File: config.mk
export PLATFORM = sky130hd
export DESIGN_NAME = sfs_tick_unit
export DESIGN_NICKNAME = d
export VERILOG_FILES = /design/src/rtl/core/sfs_tick_unit.sv
export SDC_FILE = /design/constraint.sdc
export NUM_CORES = 1
export LEC_CHECK = 0
export ABC_AREA = 1
export BUFFER_PORTS_ARGS = -buffer_cell sky130_fd_sc_hd__buf_2
export CAP_MARGIN = 10
export CORE_MARGIN = 5
export CORE_UTILIZATION = 45
export DETAILED_ROUTE_END_ITERATION = 8
export PLACE_DENSITY_LB_ADDON = 0.25
export SYNTH_ARGS = -nofsm -noshare
export SYNTH_HDL_FRONTEND = slang
export SYNTH_SLANG_ARGS = --single-unit
export TNS_END_PERCENT = 10
File: constraint.sdc
create_clock -name vclk -period 1.57
set_input_delay 0.157 -clock vclk [all_inputs]
set_output_delay 0.157 -clock vclk [all_outputs]
set_load 0.02 [all_outputs]
File: src/rtl/core/sfs_tick_unit.sv
// sfs_tick_unit: shared time step of one slot, subtract and frame advance
// combinational; the sequencer in the top level feeds it one slot at a time
`timescale 1ns / 1ps

module sfs_tick_unit #(
    parameter int IW = 4,
    parameter int KW = 5
) (
    input  logic [15:0]   i_rem,
    input  logic [15:0]   i_dt,
    input  logic [IW-1:0] i_idx,
    input  logic [KW-1:0] i_cnt,
    input  logic          i_loop,
    output logic          o_expired,
    output logic [15:0]   o_rem,
    output logic [IW-1:0] o_next_idx
);

    logic [16:0] diff;
    logic [31:0] nxt;
    logic        wrap;

    // remaining time is always stored non-negative, so 17 bits hold the difference
    assign diff      = {1'b0, i_rem} - {1'b0, i_dt};
    assign o_expired = diff[16];
    assign o_rem     = diff[15:0];

    always_comb begin
        nxt  = 32'(i_idx) + 32'd1;
        wrap = (nxt >= 32'(i_cnt));
        if (!wrap) begin
            o_next_idx = IW'(nxt);
        end else if (i_loop) begin
            o_next_idx = '0;
        end else begin
            // also covers a count that shrank below the current frame
            o_next_idx = IW'(32'(i_cnt) - 32'd1);
        end
    end

endmodule

==> impl_metrics.json <==
{
  "status": "finished with violations",
  "violations": "negative setup slack",
  "avgSynthCellArea_um2": 5.225,
  "final_common_cell": "nand2_1",
  "seq_area_um2": 0,
  "finalWirelength_um": 3934,
  "synth_cell_types": 24,
  "critPathLaunchType": "input pin",
  "track_usage_pct": 17.23,
  "die_h_um": 64.52,
  "synthesis.area_um2": 1338,
  "worstPathArrival_ps": 1700,
  "routabilityCongestion": 0.9021,
  "period_share_pct": 118.3,
  "yosysSeqAreaShare_pct": 0,
  "hold_depth": 4,
  "required_ps": 1410,
  "postCtsHoldBufs": 0,
  "grt_pass1_wl_um": 6113,
  "drc": 0,
  "die_w_um": 64.52,
  "powerDensity_nw_per_um2": 469.1,
  "slew_violations": 0,
  "die-area_um2": 4163,
  "synth-warning-count": 0,
  "period_needed_ps": 1857,
  "dr_total_vias": 1754,
  "power.leakage_nw": 1.334,
  "rsz0062_at_grt": "yes",
  "fin_area_um2": 2128,
  "nClkBuffers": 0,
  "slew_headroom_pct": 84.24,
  "worst_ir_drop_vdd_mv": 0.2472,
  "nets": 406,
  "whs_endpoint": "o_next_idx[1]",
  "first_global_vias": 1619,
  "drt-vias-per-instance": 4.753,
  "synth_cells": 256,
  "pin_count": 63,
  "final_cell_mix": "nand2_1 (84), inv_1 (62), buf_2 (49)",
  "placed_area_um2": 1859,
  "cap_viol_max_count": 0,
  "drt-initial-drc-count": 55,
  "portBuffers": 63,
  "core_area_um2": 2805,
  "ant_nets": 0,
  "grt_max_degree": 9,
  "nFlopsAndLatches": 0,
  "grt-ovfl-total": 0,
  "syn_to_final_growth_pct": 59.12,
  "drive_gt1_share_pct": 38.76,
  "initial_utilization_pct": 47.68,
  "finalHoldViolCount": 0,
  "tightest_slew_ps": 234.7,
  "setup_viol": 11,
  "crit_fanout": 8,
  "syn-num-nets": 322,
  "detail_route.first_pass.iterations": 4,
  "endpoint_kind": "output pin",
  "antennaDiodeCount": 0,
  "wl_per_cell_um": 10.66,
  "antenna_found_initial": 0,
  "placementRows": 19,
  "hp-class": "input pin to output pin",
  "hpwl_um": 3080,
  "critPathKind": "input pin to output pin",
  "timing.setup.tns_ps": -1306,
  "fmax_mhz": 538.5,
  "setup_slack_ps": -286.9,
  "hp-start": "i_loop"
}
-- metal layers --
| metal | global-route usage [%] | part of all wire [%] |
|---|---|---|
| met4 | 5.277 | 1.6 |
| met1 | 19.67 | 41 |
| met3 | 1.554 | 6.3 |
| met5 | 0 | 0 |
| met2 | 33.51 | 51 |
-- how the worst max path moves through the flow --
stage | from | depth (start not counted) | slack [ps] | to
2_1_floorplan | i_idx[0] | 10 | -50 | o_next_idx[0]
3_3_place_gp | i_idx[0] | 12 | -340 | o_next_idx[3]
3_5_place_dp | i_idx[0] | 12 | -380 | o_next_idx[1]
4_1_cts | i_idx[0] | 10 | -240 | o_next_idx[3]
5_1_grt | i_idx[2] | 12 | -400 | o_next_idx[3]
6_report | i_idx[0] | 13 | -290 | o_next_idx[3]
-- worst max-delay path: stages --
cell and delay [ps]:
buf_8 110, ha_4 160, nand2_1 50, nor2_1 40
ha_1 320, nand2_2 80, nor2_1 40, o21ai_1 60
nand2_1 100, nor2_4 240, nand2_2 120, o21ai_4 80
buf_6 130
-- where the power goes --
group	leakage [nW]	switching (mW)	total, mW	internal [mW]
Clock	0	0	0	0
Sequential	0	0	0	0
Combinational	1.33	0.551	0.998	0.448
-- cell usage after synthesis (2+ instances only) --
cell	n	share of area [%]
nand2_1	88	25
inv_1	63	18
ha_1	23	22
nand3_1	17	6.4
nor2_1	12	3.4
a21oi_1	10	3.7
nand2_2	8	3.7
xor2_1	7	4.6
o21ai_0	5	1.9
inv_2	4	1.1
nor3_2	3	2.2
nand4_1	2	0.94
o21bai_1	2	1.1
xnor2_1	2	1.3
-- per-stage QoR --
| step | hold WS, ps | util [%] | std cells | setup slack [ps] | total power, mW |
|---|---|---|---|---|---|
| 2_1_floorplan | 483.4 | - | 256 | -47.86 | 0.5442 |
| 4_1_cts | 667.7 | 70.34 | 368 | -237.6 | 0.9064 |
| 3_3_place_gp | 666.3 | 66.28 | 368 | -344.7 | 0.8176 |
| 6_report | 675.0 | 75.87 | 369 | -286.9 | 0.9983 |
| 3_5_place_dp | 673.9 | 66.28 | 368 | -379.3 | 0.8310 |
| 5_1_grt | 705.2 | 75.87 | 369 | -401.6 | 1.107 |
-- cell type report --
type | instances | area, um^2
Tap cell | 31 | 38.79
Fill cell | 234 | 676.9
Multi-Input combinational cell | 188 | 1289
Inverter | 68 | 255.2
Timing Repair Buffer | 82 | 545.5
-- logic make-up after synthesis --
| kind of cell | Yosys count | share of synthesized area [%] |
|---|---|---|
| simple gates | 134 | 43.12 |
| buf+inv | 68 | 19.08 |
| fa+ha+maj | 24 | 23.01 |
| compound gates | 21 | 8.887 |
| xor+xnor | 9 | 5.894 |
-- repair_timing --
action | in CTS | in global routing
resized for setup | 31 | 25
endpoints found under the setup margin | 13 | 17
endpoints found under the hold margin | 0 | 0
pin swaps | 9 | 9
setup buffers | 0 | 1
(Power assumes the default switching activity.)
